==> config.mk <==
export PLATFORM = sky130hd
export DESIGN_NAME = mbr_ctrl
export DESIGN_NICKNAME = d
export VERILOG_FILES = /design/src/rtl/core/mono_bitmap_rotate_to_panel_macros.svh /design/src/rtl/core/mbr_pkg.sv /design/src/rtl/core/mbr_ctrl.sv
export SDC_FILE = /design/constraint.sdc
export NUM_CORES = 1
export LEC_CHECK = 0
export BUFFER_PORTS_ARGS = -buffer_cell sky130_fd_sc_hd__buf_2
export CAP_MARGIN = 20
export CORE_AREA = 8 8 45 47
export DETAILED_ROUTE_END_ITERATION = 10
export DIE_AREA = 0 0 53 55
export PLACE_DENSITY = 0.61
export SLEW_MARGIN = 0
export SYNTH_ARGS = -nofsm -noshare
export SYNTH_HDL_FRONTEND = slang
export SYNTH_SLANG_ARGS = --single-unit
export TNS_END_PERCENT = 20
==> constraint.sdc <==
create_clock -name clk -period 4 [get_ports clk]
set_input_delay 0.8 -clock clk [delete_from_list [all_inputs] [get_ports clk]]
set_output_delay 0.8 -clock clk [all_outputs]
set_load 0.01 [all_outputs]
==> src/rtl/core/mono_bitmap_rotate_to_panel_macros.svh <==
// ----------------------------------------------------------------------------
// mono_bitmap_rotate_to_panel_macros
// Assertion macros used by the canvas rotator datapath.
// ----------------------------------------------------------------------------
`ifndef MONO_BITMAP_ROTATE_TO_PANEL_MACROS_SVH
`define MONO_BITMAP_ROTATE_TO_PANEL_MACROS_SVH

// Same-cycle implication, disabled in reset.
`define MBR_ASSERT_NOW(lbl, pre, post, msg) \
  lbl: assert property (@(posedge clk) disable iff (rst) (pre) |-> (post)) else $error(msg);

// Next-cycle implication, disabled in reset.
`define MBR_ASSERT_NEXT(lbl, pre, post, msg) \
  lbl: assert property (@(posedge clk) disable iff (rst) (pre) |=> (post)) else $error(msg);

`endif

==> src/rtl/core/mbr_pkg.sv <==
// ----------------------------------------------------------------------------
// mbr_pkg
// Field widths, item kinds and controller/datapath handshake types.
// ----------------------------------------------------------------------------
package mbr_pkg;

  localparam int ROW_W  = 10;
  localparam int COL_W  = 7;
  localparam int DATA_W = 8;
  localparam int BIT_W  = 3;

  localparam logic KIND_WRITE = 1'b0;
  localparam logic KIND_READ  = 1'b1;

  typedef struct packed {
    logic             load;      // latch the accepted item
    logic             write_go;  // issue the canvas write
    logic             read_go;   // issue one canvas read for a panel bit
    logic [BIT_W-1:0] read_bit;  // panel bit being gathered, 0 is the MSB
    logic             emit;      // move the result into the output register
  } mbr_cmd_t;

  typedef struct packed {
    logic bad;       // latched read lies outside the panel
    logic out_free;  // output register can take a result this cycle
  } mbr_status_t;

endpackage

==> src/rtl/core/mbr_ctrl.sv <==
// ----------------------------------------------------------------------------
// mbr_ctrl
// Sequencer: accepts an item, issues a write or steps the eight bit reads, hands off result.
// ----------------------------------------------------------------------------
module mbr_ctrl (
  input  logic                 clk,
  input  logic                 rst,
  input  logic                 in_valid,
  input  logic                 in_kind,
  output logic                 in_ready,
  input  mbr_pkg::mbr_status_t status,
  output mbr_pkg::mbr_cmd_t    cmd
);

  localparam logic [1:0] S_IDLE   = 2'd0;
  localparam logic [1:0] S_WRITE  = 2'd1;
  localparam logic [1:0] S_READ   = 2'd2;
  localparam logic [1:0] S_FINISH = 2'd3;

  // Eight issue steps plus two to drain the read pipeline.
  localparam logic [3:0] STEP_ISSUE_END = 4'd8;
  localparam logic [3:0] STEP_LAST      = 4'd9;

  logic [1:0] state, state_next;
  logic [3:0] step, step_next;
  logic       accept;

  assign in_ready = (state == S_IDLE);
  assign accept   = in_valid && in_ready;

  always_comb begin
    state_next   = state;
    step_next    = step;
    cmd          = '0;
    cmd.load     = accept;
    cmd.read_bit = step[2:0];
    unique case (state)
      S_IDLE: begin
        step_next = '0;
        if (accept) begin
          state_next = (in_kind == mbr_pkg::KIND_WRITE) ? S_WRITE : S_READ;
        end
      end
      S_WRITE: begin
        cmd.write_go = 1'b1;
        state_next   = S_IDLE;
      end
      S_READ: begin
        if (step == '0 && status.bad) begin
          state_next = S_FINISH;
        end else begin
          cmd.read_go = (step < STEP_ISSUE_END);
          if (step == STEP_LAST) begin
            state_next = S_FINISH;
          end else begin
            step_next = step + 4'd1;
          end
        end
      end
      S_FINISH: begin
        if (status.out_free) begin
          cmd.emit   = 1'b1;
          state_next = S_IDLE;
        end
      end
      default: begin
        state_next = S_IDLE;
      end
    endcase
  end

  always_ff @(posedge clk) begin
    if (rst) begin
      state <= S_IDLE;
      step  <= '0;
    end else begin
      state <= state_next;
      step  <= step_next;
    end
  end

endmodule

==> flow_summary_export.csv <==
group,metric,value,unit
power,ir_drop,0.2199,mV
final_layout,regArea,120.1,um^2
global_routing,antenna_found_initial,0,
logic_synthesis,ys_types,26,
floorplanning,coreArea,1384,um^2
routing,drt_wl_total,1004,um
clock_tree,clock_sinks,6,
timing,slew_headroom,0.6491,
final_layout,finish.net_count,76,
floorplanning,pin_count,14,
logic_synthesis,yosys_warnings,0,
clock_tree,cts_resized,0,
clock_tree,cts_buffers,3,
clock_tree,root_buffer,"clkbuf_4",
floorplanning,start_util,0.3137,
routing,met3_length,74,um
global_routing,grt_max_degree,13,
worst_setup_path,reg2reg_from,"step[0]",
worst_setup_path,crit_fanout,8,
floorplanning,die_h,55,um
timing,timing.fmax,458.6,MHz
timing,fin_setup_tns,0,ns
timing,final_hold_viol_count,0,
run_status,status,"completed",
placement,dp_hpwl,803.1,um
timing,finalSetupViolations,0,
routing,firstDrtPassIters,2,
floorplanning,die_w,53,um
routing,final_antenna_net_count,0,
clock_tree,post-cts-setup-buffers,0,
worst_hold_path,min_from,"step[3]",
placement,portBuffers,13,
clock_tree,cts.clk_slew.worst_paths,0.05,ns
final_layout,multi_input_area,257.7,um^2
worst_setup_path,ff2ff_path_depth,5,
timing,worst_slew_pin_slew,0.5189,ns
logic_synthesis,ys_seq_area_frac,0.2767,
worst_setup_path,crit_type,"reg2out",
clock_tree,ctsHoldBuffers,0,
clock_tree,cts_tree,"built",
timing,fin_worst_skew,0.006565,ns
worst_setup_path,worst_ep_arrival_time,1.38,ns
final_layout,num-fill-cells,158,
routing,avgViaCountPerCell,5.222,
clock_tree,clk_latency,0.24,ns
routing,drt_iter0_markers,9,
clock_tree,htreeDepth,1,
power,leakagePower,0.2140,nW
timing,slew_viol_final,0,
floorplanning,rows,14,
global_routing,track_usage,0.07596,
timing,min_period,2.181,ns
logic_synthesis,synthesis.area,434.2,um^2
logic_synthesis,syn_inst,55,
logic_synthesis,ys_ff_latch,6,
logic_synthesis,synthesis.nets,64,
global_routing,grt_pass1_vias,388,
worst_setup_path,critPathLaunchType,"register",
routing,highest_layer,"met3",
clock_tree,cts_buffer_depth,2,
worst_setup_path,path_cells,"inv_1, ha_1, nand2_1, nor2_1, nor3_1, buf_2",
routing,drc,0,
floorplanning,dieArea,2915,um^2
routing,wl_met2,445,um
worst_setup_path,cpMaxStageDelayCell,"dfxtp_1",
worst_hold_path,worstHoldPathCells,2,
final_layout,drive_above_1_share,0.2615,
placement,dpl_worst_slack,1.892,ns
global_routing,overflow,0,
logic_synthesis,synth.avg_cell_area,7.894,um^2
routing,wl_per_cell,12.40,um
worst_hold_path,hold_path_class,"reg2reg",
worst_setup_path,endpoint_kind,"output port",
global_routing,grt_pass1_wl,1669,um
routing,wl_met1,483,um
routing,vias,423,
job,drv_cap,0,
timing,rsz0062_at_grt,"no",
final_layout,area_growth,16.14,%
final_layout,antenna_cells,0,
worst_setup_path,critPathMaxStageDelay,0.45,ns
placement,routabilityCongestion,0.7843,
timing,setup_ws,1.819,ns
timing,finalCritPeriodShare,0.5452,
worst_setup_path,worst_ep_required_time,3.20,ns
power,powerDensity,285.4,nW/um^2
worst_setup_path,cp-startpoint,"step[0]",
[area by class of cell]
cell class / instances / area share
sequential: 6 / 0.2382
multi-input combinational: 38 / 0.5112
timing repair buffer: 13 / 0.1290
inverter: 5 / 0.03722
tap: 16 / 0.03970
clock buffer: 3 / 0.04466
[synthesized netlist by cell type]
cell type / number / area share
dfxtp_1: 6 / 0.28
inv_1: 5 / 0.043
nand2_1: 5 / 0.043
buf_4: 4 / 0.069
nor2_1: 4 / 0.035
ha_1: 3 / 0.086
o21ai_0: 3 / 0.035
or4_1: 3 / 0.052
a21oi_1: 2 / 0.023
clkbuf_1: 2 / 0.017
nor3b_1: 2 / 0.035
o211ai_1: 2 / 0.035
a211oi_1: 1 / 0.017
a31oi_1: 1 / 0.014
a32oi_1: 1 / 0.020
and2_1: 1 / 0.014
and3_1: 1 / 0.014
and3b_1: 1 / 0.020
nand2b_1: 1 / 0.014
nand3_1: 1 / 0.012
nand3b_1: 1 / 0.017
nor3_1: 1 / 0.012
nor4bb_2: 1 / 0.037
o2111ai_1: 1 / 0.020
o311ai_1: 1 / 0.020
o31ai_1: 1 / 0.017
[report_power, final]
part | switching (mW) | internal, mW | total [mW]
sequential | 0.00480 | 0.0620 | 0.0668
combinational | 0.0122 | 0.0104 | 0.0225
clock | 0.0208 | 0.0339 | 0.0546
[per-layer routing]
metal	vias to the layer above	GRT usage
li1	217	-
met2	13	0.1133
met4	0	0.01293
met3	0	0.04545
met5	-	0
met1	193	0.09271
[critical path, delay by kind of cell (launching register included)]
family	cells	cell delay (ns)
AND/OR/NAND/NOR	3	0.25
adder cells (fa/ha/maj)	1	0.20
buffers and inverters	2	0.23
flip-flops	1	0.45
[final timing paths]
kind,end,slack (ns)
setup / recovery,cmd[4],1.82
hold / removal,step[3],0.57
setup reg to reg,step[0],2.34
hold reg to reg,step[3],0.57
[sequential cells by signal, summed over array words and instances (netlist names)]
register and flops:
step 4, state 2
[logic make-up after synthesis]
kind of cell             synth area share
adder cells (fa/ha/maj)           0.08646
AO/OA/AOI/OAI                      0.2017
flip-flops                         0.2767
buffers and inverters              0.1297
AND/OR/NAND/NOR                    0.3055
[cells in the final DEF (no fill, tap or decap)]
cell type   n
a31oi_1     1
nand2b_1    1
and3_1      1
dfxtp_1     6
nor3b_1     2
buf_2      13
o211ai_1    2
nor2_1      4
and2_1      1
o31ai_1     1
or4_1       3
clkbuf_4    3
a211oi_1    1
ha_1        3
inv_1       5
o2111ai_1   1
nand3_1     1
o311ai_1    1
nor4bb_2    1
o21ai_0     3
nor3_1      1
a21oi_1     2
and3b_1     1
a32oi_1     1
nand2_1     5
nand3b_1    1
[stage by stage]
step | utilization | power (mW) | cells | cell area (um^2) | hold WS (ns)
2_1_floorplan | - | 0.08245 | 55 | 434.2 | 0.4998
3_3_place_gp | 0.3481 | 0.09081 | 78 | 481.7 | 0.5477
3_5_place_dp | 0.3481 | 0.09086 | 78 | 481.7 | 0.5494
4_1_cts | 0.3644 | 0.1472 | 81 | 504.2 | 0.5626
5_1_grt | 0.3644 | 0.1557 | 81 | 504.2 | 0.6204
6_report | 0.3644 | 0.1439 | 81 | 504.2 | 0.5683
No activity file was read; power rests on OpenSTA's default activity.
